**src/sv/tea_pkg.sv**
```systemverilog
// Shared types and constants for the top error address table.
`timescale 1ns / 1ps

package tea_pkg;

	localparam int Entries = 8;
	localparam int PtrW    = (Entries > 1) ? $clog2(Entries) : 1;

	localparam logic [PtrW-1:0] LastPtr   = PtrW'(Entries - 1);
	localparam logic [7:0]      NoAddress = 8'hFF;
	localparam logic [31:0]     CountMax  = 32'hFFFF_FFFF;

	typedef struct packed {
		logic [7:0]  addr;
		logic [31:0] count;
		logic [47:0] stamp;
	} entry_t;

	// ordering key: count first, then time
	typedef struct packed {
		logic [31:0] count;
		logic [47:0] stamp;
	} key_t;

	typedef struct packed {
		logic            move_en;
		logic [PtrW-1:0] src;
		logic [PtrW-1:0] dst;
		entry_t          wdata;
	} tbl_ctrl_t;

	typedef enum logic [2:0] {
		ST_IDLE,
		ST_SCAN,
		ST_RANK,
		ST_MOVE,
		ST_OUT
	} state_t;

endpackage

```
**src/sv/tea_cmp.sv**
```systemverilog
// Shared magnitude compare unit for table keys.
`timescale 1ns / 1ps

module tea_cmp
	import tea_pkg::*;
(
	input  key_t key_a,
	input  key_t key_b,
	output logic a_gt,
	output logic a_eq
);

	assign a_gt = key_a > key_b;
	assign a_eq = key_a == key_b;

endmodule

```
**src/sv/tea_table.sv**
```systemverilog
// Slot register array with one read port and a reposition move.
`timescale 1ns / 1ps

module tea_table
	import tea_pkg::*;
(
	input  logic            clk,
	input  logic            arst_n,
	input  logic [PtrW-1:0] rd_ptr,
	output entry_t          rd_entry,
	input  tbl_ctrl_t       ctrl
);

	entry_t slot_q [Entries];

	assign rd_entry = slot_q[rd_ptr];

	for (genvar k = 0; k < Entries; k++) begin : g_slot
		entry_t          from_below;
		entry_t          from_above;
		logic [PtrW-1:0] kp;

		assign kp = PtrW'(k);

		if (k < Entries - 1) begin : g_below
			assign from_below = slot_q[k+1];
		end else begin : g_last
			assign from_below = slot_q[k];
		end

		if (k > 0) begin : g_above
			assign from_above = slot_q[k-1];
		end else begin : g_first
			assign from_above = slot_q[k];
		end

		always_ff @(posedge clk or negedge arst_n) begin
			if (!arst_n) begin
				slot_q[k] <= '0;
			end else if (ctrl.move_en) begin
				if (kp == ctrl.dst) begin
					slot_q[k] <= ctrl.wdata;
				end else if (ctrl.src < ctrl.dst && kp >= ctrl.src && kp < ctrl.dst) begin
					// entry moves down the ranks: close the gap from below
					slot_q[k] <= from_below;
				end else if (ctrl.dst < ctrl.src && kp > ctrl.dst && kp <= ctrl.src) begin
					slot_q[k] <= from_above;
				end
			end
		end
	end

endmodule

```
**src/sv/top_error_address_table.sv**
```systemverilog
// Top level: sequencer and datapath of the top error address table.
//
//  channel | direction | handshake          | payload
//  --------+-----------+--------------------+--------------------------------------------
//  in      | input     | in_valid/in_ready  | mode, address, index, event_time
//  out     | output    | out_valid/out_ready| entry_address, entry_count, entry_last_seen,
//          |           |                    | entry_used, entry_rank, latest_error_address
//
// A record transaction makes one pass of the shared key comparator over the slots to find the
// match or the least count and a second pass to find the new rank, then moves the entry and
// loads the result once the output register is free. A read transaction goes from idle
// straight to loading the result. in_ready is high only when the sequencer is idle.
// Reset clears all slots to zero and the latest address to 0xFF at once.
// A stalled result holds in the output register while the next transaction is accepted.
`timescale 1ns / 1ps

module top_error_address_table
	import tea_pkg::*;
(
	input  logic        clk,
	input  logic        arst_n,
	input  logic        in_valid,
	output logic        in_ready,
	input  logic        mode,
	input  logic [7:0]  address,
	input  logic [2:0]  index,
	input  logic [47:0] event_time,
	output logic        out_valid,
	input  logic        out_ready,
	output logic [7:0]  entry_address,
	output logic [31:0] entry_count,
	output logic [47:0] entry_last_seen,
	output logic        entry_used,
	output logic [2:0]  entry_rank,
	output logic [7:0]  latest_error_address
);

	state_t          state_q, state_d;
	logic [PtrW-1:0] ptr_q;
	logic [PtrW-1:0] least_q;
	logic [31:0]     least_cnt_q;
	logic [PtrW-1:0] p_q;
	logic [PtrW-1:0] q_q;
	logic [7:0]      addr_q;
	logic [47:0]     time_q;
	entry_t          upd_q;
	logic [2:0]      rank_q;
	logic            oor_q;
	logic [7:0]      newest_q;
	logic            out_valid_q;

	entry_t    rd_entry;
	tbl_ctrl_t tbl_ctrl;
	key_t      key_a, key_b;
	logic      a_gt, a_eq;
	logic      load_out;
	logic      addr_hit;
	logic      last;
	logic      take_least;
	logic [31:0] bumped;

	tea_table u_table (
		.clk      (clk),
		.arst_n   (arst_n),
		.rd_ptr   (ptr_q),
		.rd_entry (rd_entry),
		.ctrl     (tbl_ctrl)
	);

	tea_cmp u_cmp (
		.key_a (key_a),
		.key_b (key_b),
		.a_gt  (a_gt),
		.a_eq  (a_eq)
	);

	assign addr_hit   = rd_entry.addr == addr_q;
	assign last       = ptr_q == LastPtr;
	assign take_least = (ptr_q == '0) || a_gt;
	assign bumped     = (rd_entry.count == CountMax) ? rd_entry.count : rd_entry.count + 32'd1;

	// next state
	always_comb begin
		state_d = state_q;
		unique case (state_q)
			ST_IDLE: begin
				if (in_valid) state_d = mode ? ST_OUT : ST_SCAN;
			end
			ST_SCAN: begin
				if (addr_hit || last) state_d = ST_RANK;
			end
			ST_RANK: begin
				if (last) state_d = ST_MOVE;
			end
			ST_MOVE: state_d = ST_OUT;
			ST_OUT: begin
				if (load_out) state_d = ST_IDLE;
			end
			default: state_d = ST_IDLE;
		endcase
	end

	// sequencer outputs
	always_comb begin
		in_ready = 1'b0;
		load_out = 1'b0;
		tbl_ctrl = '{move_en: 1'b0, src: p_q, dst: q_q, wdata: upd_q};
		key_a    = '{count: least_cnt_q, stamp: '0};
		key_b    = '{count: rd_entry.count, stamp: '0};
		unique case (state_q)
			ST_IDLE: in_ready = 1'b1;
			ST_SCAN: ;
			ST_RANK: begin
				key_a = '{count: rd_entry.count, stamp: rd_entry.stamp};
				key_b = '{count: upd_q.count, stamp: upd_q.stamp};
			end
			ST_MOVE: tbl_ctrl.move_en = 1'b1;
			ST_OUT:  load_out = !out_valid_q || out_ready;
			default: ;
		endcase
	end

	always_ff @(posedge clk or negedge arst_n) begin
		if (!arst_n) begin
			state_q     <= ST_IDLE;
			ptr_q       <= '0;
			newest_q    <= NoAddress;
			out_valid_q <= 1'b0;
		end else begin
			state_q <= state_d;
			unique case (state_q)
				ST_IDLE: begin
					if (in_valid) begin
						if (mode) begin
							oor_q  <= !(32'(index) < 32'(Entries));
							ptr_q  <= PtrW'(index);
							rank_q <= index;
						end else begin
							addr_q <= address;
							time_q <= event_time;
							ptr_q  <= '0;
						end
					end
				end
				ST_SCAN: begin
					if (addr_hit) begin
						p_q   <= ptr_q;
						upd_q <= '{addr: addr_q, count: bumped, stamp: time_q};
						ptr_q <= '0;
						q_q   <= '0;
					end else begin
						if (take_least) begin
							least_q     <= ptr_q;
							least_cnt_q <= rd_entry.count;
						end
						if (last) begin
							// no match: evict the first slot with the least count
							p_q   <= take_least ? ptr_q : least_q;
							upd_q <= '{addr: addr_q, count: 32'd1, stamp: time_q};
							ptr_q <= '0;
							q_q   <= '0;
						end else begin
							ptr_q <= ptr_q + 1'b1;
						end
					end
				end
				ST_RANK: begin
					// count the slots that rank ahead of the updated entry
					if (ptr_q != p_q && (a_gt || (a_eq && ptr_q < p_q))) q_q <= q_q + 1'b1;
					if (!last) ptr_q <= ptr_q + 1'b1;
				end
				ST_MOVE: begin
					newest_q <= addr_q;
					ptr_q    <= q_q;
					rank_q   <= 3'(q_q);
					oor_q    <= 1'b0;
				end
				ST_OUT: ;
				default: ;
			endcase

			if (load_out) begin
				out_valid_q <= 1'b1;
			end else if (out_ready) begin
				out_valid_q <= 1'b0;
			end
		end
	end

	// result register
	always_ff @(posedge clk) begin
		if (load_out) begin
			entry_address        <= oor_q ? 8'd0  : rd_entry.addr;
			entry_count          <= oor_q ? 32'd0 : rd_entry.count;
			entry_last_seen      <= oor_q ? 48'd0 : rd_entry.stamp;
			entry_used           <= !oor_q && (rd_entry.count != 32'd0);
			entry_rank           <= rank_q;
			latest_error_address <= newest_q;
		end
	end

	assign out_valid = out_valid_q;

endmodule

```
**config.mk**
```make
export PLATFORM = sky130hd
export DESIGN_NAME = top_error_address_table
export DESIGN_NICKNAME = d
export VERILOG_FILES = /design/src/sv/tea_pkg.sv /design/src/sv/tea_cmp.sv /design/src/sv/tea_table.sv /design/src/sv/top_error_address_table.sv
export SDC_FILE = /design/constraint.sdc
export NUM_CORES = 2
export LEC_CHECK = 0
export BUFFER_PORTS_ARGS = -buffer_cell sky130_fd_sc_hd__buf_2
export CORE_MARGIN = 1
export CORE_UTILIZATION = 35
export DETAILED_ROUTE_END_ITERATION = 10
export GPL_ROUTABILITY_DRIVEN = 0
export PLACE_DENSITY_LB_ADDON = 0.2
export SYNTH_ARGS = -nofsm -noshare
export SYNTH_HDL_FRONTEND = slang
export SYNTH_SLANG_ARGS = --single-unit
```
**constraint.sdc**
```tcl
create_clock -name clk -period 7.7 [get_ports clk]
set_clock_uncertainty 0.05 [all_clocks]
set_input_delay 2.31 -clock clk [delete_from_list [all_inputs] [get_ports clk]]
set_output_delay 2.31 -clock clk [all_outputs]
set_load 0.005 [all_outputs]
```
### Word-level counts from Yosys, hierarchy flattened

Cells that the tools add are included.
Widths: inputs -> output; s select.

| storage, ports and cells | value |
|---|---|
| output and inout port bits | 102 |
| input bits | 64 |
| register bits after elaboration | 1008 |

| cells by class | value |
|---|---|
| mux-type cells | 61 |
| reductions and logical operators | 72 |
| equality and inequality tests | 25 |
| add/sub/neg operators | 3 |
| bitwise logic cells | 3 |
| magnitude comparators | 35 |

Operators by type and width:

| cell | count |
|---|---|
| $mux 88 | 27 |
| $bmux 88 s3 | 1 |
| $mux 80 | 2 |
| $eq 80x80->1 | 1 |
| $gt 80x80->1 | 1 |
| $mux 3 | 18 |
| $logic_and 1x1->1 | 33 |
| $add 32x1->32 const B | 1 |
| $eq 32x32->1 const B | 1 |
| $mux 32 | 1 |
| $reduce_bool 32->1 | 1 |
| $reduce_and 4->1 | 5 |
| $reduce_bool 3->1 | 6 |
| $pmux 3 s5 | 1 |
| $ne 2x2->1 const B | 7 |
| $reduce_and 2->1 | 7 |
| $eq 3x3->1 const A | 4 |
| $ge 3x3->1 const A | 4 |
| $gt 3x3->1 const A | 4 |
| $le 3x3->1 const A | 4 |
| $lt 3x3->1 const A | 4 |
| $pmux 3 s2 | 2 |
| $pmux 3 s4 | 1 |
| $reduce_and 3->1 | 4 |
| other kinds (29) | 59 |

### Longest topological paths before layout

| logic depth | value |
|---|---|
| depth after elaboration | 11 |
| gate-level depth with buffers | 18 |
| gate-level depth less buffers | 12 |

### Hierarchy

A second synthesis with hierarchy kept.

| second synthesis, totals | value |
|---|---|
| cell total of the unflattened synthesis | 6030 |
| area, all modules | 59653.5 um^2 |

By module, submodules not included:

| module | cells an instance | times used | area each (um^2) | seq. area each (um^2) |
|---|---|---|---|---|
| tea_table | 4813 | 1 | 45219.6 | 17616.9 |
| top_error_address_table | 935 | 1 | 12385.6 | 9033.7 |
| tea_cmp | 282 | 1 | 2048.2 | 0.0 |

### Worst setup path after synthesis

OpenSTA, ideal clock, no wires.

| timing path | value |
|---|---|
| path kind | input-to-reg |
| start point | input port out_ready |
| end point | register entry_address[0] (enable) |
| path slack | 0.559 ns |
| path buffers | 0 |
| arrival time | 6.531 ns |
| library setup time | 0.560 ns |
| cell stages on the path | 2 |
| path through | nor2b_1 > nor2_1 |

| between the ends | value |
|---|---|
| cells in the longest elaborated chain, start to end | 2 |

Ends and longest elaborated chain:

| item | RTL line | source |
|---|---|---|
| from (decl) | top_error_address_table.sv:29 | `input logic out_ready,` |
| $logic_or 1x1->1 | top_error_address_table.sv:118 | `ST_OUT: load_out = !out_valid_q \|\| out_ready;` |
| $mux 1 | top_error_address_table.sv:110 | `unique case (state_q)` |
| via load_out | top_error_address_table.sv:56 | `logic load_out;` |
| to (signal assigned) | top_error_address_table.sv:193 | `entry_address <= oor_q ? 8'd0 : rd_entry.addr;` |
| to (decl) | top_error_address_table.sv:30 | `output logic [7:0] entry_address,` |

The timed path passes the listed nets, and every way through them passes these cells.
A chain may end at the register's enable or synchronous reset.

### Worst setup path after layout

| timing path | value |
|---|---|
| start point | register ptr_q[0] |
| end point | register least_cnt_q[22] (enable) |

| between the ends | value |
|---|---|
| cells in the longest elaborated chain, start to end | 8 |
| elaborated cells between the ends (all ways) | 12 |

Ends and longest elaborated chain:

| item | RTL line | source |
|---|---|---|
| from (decl) | top_error_address_table.sv:39 | `logic [PtrW-1:0] ptr_q;` |
| from (signal assigned) | top_error_address_table.sv:136 | `ptr_q <= PtrW'(index);` |
| from (signal assigned) | top_error_address_table.sv:163 | `ptr_q <= ptr_q + 1'b1;` |
| from (signal assigned) | top_error_address_table.sv:170 | `if (!last) ptr_q <= ptr_q + 1'b1;` |
| $not 3->4 (not written as such) | tea_table.sv:16 | `assign rd_entry = slot_q[rd_ptr];` |
| $bmux 88 s3 | tea_table.sv:16 |  |
| $mux 88 (not written as such) (2 in series) | tea_table.sv:16 |  |
| $mux 80 | top_error_address_table.sv:110 |  |
| $gt 80x80->1 | tea_cmp.sv:13 | `assign a_gt = key_a > key_b;` |
| $logic_or 1x1->1 | top_error_address_table.sv:79 | `assign take_least = (ptr_q == '0) \|\| a_gt;` |
| $reduce_and 4->1 (no source line) * | n/a |  |
| to (signal assigned) | top_error_address_table.sv:154 | `least_cnt_q <= rd_entry.count;` |
| to (decl) | top_error_address_table.sv:41 | `logic [31:0] least_cnt_q;` |

Every way passes the cells marked *; elsewhere a longest branch is shown, timed or not. The select of a mux whose other input is x is not followed.

==> impl_metrics.csv <==
group,metric,value,unit
synth,synth_warnings,0,
grt,track_usage,22.5,%
grt,grt_pass1_vias,42200,
clock_tree,cts.path.max_buffers,3,
synth,synth_area,0.0571,mm²
pwr,cellLeakagePower,26.8,nW
clock_tree,cts_num_sinks,1007,
setup_path,path_cells,"buf_12 -> mux4_2 -> mux2i_1 -> o21ai_0 -> ha_1 -> and4_1 -> nor4bb_2 -> buf_4 -> nand2_1 -> o21ai_0 -> o31ai_1 -> nand3_1 -> and2_2",
clock_tree,ctsResizeCount,0,
setup_path,crit_arrival,6.49,ns
synth,synth_seq_cells,1007,
setup_path,start_kind,"flop",
sta,min_period,6.17,ns
grt,grt_pass1_wl,280000,µm
setup_path,path_delay_family,"simple AND/OR/NAND/NOR gates",
setup_path,criticalPathCategory,"flop to flop",
drt,wl_per_cell,23.7,µm
sta,hold_viol,0,
clock_tree,cts_tree,"done",
drt,finalWirelength,186000,µm
synth,yosysSeqAreaShare,46.7,%
drt,ant_nets,0,
setup_path,critPathRequiredTime,8.02,ns
setup_path,cpMaxStageDelayCell,"dfrtp_4",
clock_tree,cts_buffers,120,
placement,port_buffers,165,
synth,synth_area_leaders,"dfrtp_1, edfxtp_1, mux2i_1, mux4_2, nand2_1",
die,initial_utilization,35.4,%
cells_and_area,fillers,15700,
die,fp.dieW,406,µm
synth,synth_top_area_share,31.2,%
placement,hpwl,103000,µm
setup_path,crit_fanout,36,
sta,slew_viol_final,0,
synth,synth_nets,5875,
synth,synth-main-ff-cell,"dfrtp_1",
grt,antenna_found_initial,3,
synth,synth.distinct_cells,78,
sta,clock.fmax,162,MHz
pwr,power,0.0212,W
hold_path,hp-class,"flop to flop",
pwr,power.density,331,mW/mm²
drt,drt_iter0_drc,3499,
die,ios,166,
setup_path,max_stage_delay,0.98,ns
pwr,vdd_ir_drop_max,203,µV
drt,drc_errors,0,
synth,async_flop_share,71.4,%
cells_and_area,final_layout_size_suffix_gt1_share,13.6,%
synth,synth_top_area_cell,"dfrtp_1",
setup_path,rrSetupSlack,1.53,ns
sta,relSlewSlack,21.5,%
setup_path,crit_path_end_kind,"flop",
clock_tree,h-tree-depth,3,
sta,fin_tns_setup,0,ns
clock_tree,worstSkewPairLatency,0.78,ns
clock_tree,post_cts_buffers,0,
clock_tree,path_clk_slew,0.06,ns
die,die_h,406,µm
cells_and_area,syn_to_final_growth,12.0,%
sta,finalCritPeriodShare,80.1,%
die,num_rows,147,
die,fp.dieArea,0.165,mm²
run_status,status,"complete, no violations",
synth,synthCells,5716,
sta,rsz0062_at_grt,"false",
setup_path,path_buf_inv,2,
synth,synth_edf_count,288,
sta,finalSetupViolations,0,
drt,dr.pass1.iters,6,
flow_run,max_cap_violations,0,
cells_and_area,final_nets,5715,
sta,tightest_slew,1.18,ns
clock_tree,hold_buffers,0,
drt,vias,43600,
grt,grt_max_degree,178,
clock_tree,cts_root_buf,"clkbuf_16",
die,core,0.161,mm²
grt,grt_remaining_overflow,0,
drt,via_per_inst,5.57,
synth,syn-mean-instance-area,9.99,µm²
setup_path,path_common_cell,"o21ai_0",
-- placed cells by master, fill, tap and decap left out, types with 8 or more instances in the layout --
master,instances
nand2_1,856
mux2i_1,739
dfrtp_1,708
o21ai_0,615
nor2_1,570
a21oi_1,538
edfxtp_1,288
mux4_2,165
buf_2,164
clkbuf_16,125
a21o_1,97
ha_1,94
a211oi_1,91
mux2_2,91
inv_1,57
buf_4,56
nand4_1,32
nand3_1,25
clkinv_2,24
xnor2_1,20
bufinv_16,20
buf_12,20
nor3_1,19
clkbuf_1,17
clkbuf_8,14
mux4_1,11
nor4_1,10
clkinvlp_4,9
clkinv_1,9
dfstp_2,8
-- cells in the mapped netlist, types with 20 or more instances --
master,instances
ha_1,95
mux4_2,165
a21o_1,97
nand3_1,25
o21ai_0,617
nand4_1,32
edfxtp_1,288
nor2_1,574
mux2_2,91
mux2i_1,739
a211oi_1,93
buf_2,36
inv_1,57
nand2_1,860
buf_1,72
dfrtp_1,711
clkbuf_1,403
nor3_1,23
a21oi_1,538
xnor2_1,20
-- per-stage QoR --
stage / utilization, % / hold WS [ns] / std cells / setup WS, ns / instance area (µm²)
floorplan: - / 0.350 / 5716 / 0.559 / 57100
global placement: 36.9 / 0.354 / 7594 / 1.70 / 59600
detailed placement: 36.9 / 0.355 / 7594 / 1.62 / 59600
CTS: 39.6 / 0.358 / 7824 / 1.59 / 63900
global route: 39.6 / 0.363 / 7824 / 1.12 / 63900
finish: 39.6 / 0.351 / 7825 / 1.53 / 63900
-- cells by family after synthesis --
logic type,after synthesis,share of synthesized area (%)
simple gates,1595,11.4
fa+ha+maj,95,2.08
flops,1007,46.7
xor+xnor,20,0.307
compound gates,1403,13.5
buf+inv,582,4.12
mux,1014,22.0
-- per-layer routing --
metal	GRT usage (%)	wire length (µm)	up-vias
met5	0	11	-
met4	6.32	4980	2
met3	3.75	10900	289
met2	35.2	84500	1268
met1	31.8	85100	21900
li1	-	-	20100
-- registers in the layout (all words and copies together), names as in the netlist, 8 cells and up --
name,cells
tbl_ctrl,88
entry_address,8
addr_q,8
least_cnt_q,32
newest_q,8
latest_error_address,8
u_table.g_slot.from_below,616
entry_count,32
u_table.g_slot.from_above,88
time_q,48
entry_last_seen,48
-- final timing paths --
| path | to | from | cells after the start |
|---|---|---|---|
| min reg2reg | tbl_ctrl[41] | time_q[41] | 0 |
| max | least_cnt_q[22] | ptr_q[0] | 13 |
| max in group asynchronous | u_table.g_slot[0].from_above[61] | arst_n | 3 |
| max reg2reg | least_cnt_q[22] | ptr_q[0] | 13 |
| min | tbl_ctrl[41] | time_q[41] | 0 |
| min in group asynchronous | u_table.g_slot[1].from_below[28] | arst_n | 1 |
-- worst reg2reg max path, cell delays in order (launching register included) --
cell and delay (ns):
dfrtp_4 0.98, buf_12 0.34, mux4_2 0.52, mux2i_1 0.69
o21ai_0 0.22, ha_1 0.35, and4_1 0.20, nor4bb_2 0.20
buf_4 0.21, nand2_1 0.06, o21ai_0 0.69, o31ai_1 0.22
nand3_1 0.20, and2_2 0.79
-- power by group --
group	internal, W	switching, W
clock	0.00379	0.00251
combinational	0.00274	0.00381
sequential	0.00696	0.00135
total	0.0135	0.00767
-- final cells by class --
class	count	area, µm²	share of cell area [%]
Sequential cell	1007	26700	41.7
Clock inverter	74	993	1.55
Tap cell	2160	2700	4.23
Clock buffer	156	3380	5.29
Antenna cell	1	2.50	0.00391
Multi-Input combinational cell	4127	28300	44.3
Inverter	59	224	0.350
Timing Repair Buffer	241	1660	2.59
No activity file was read; power rests on OpenSTA's default activity.
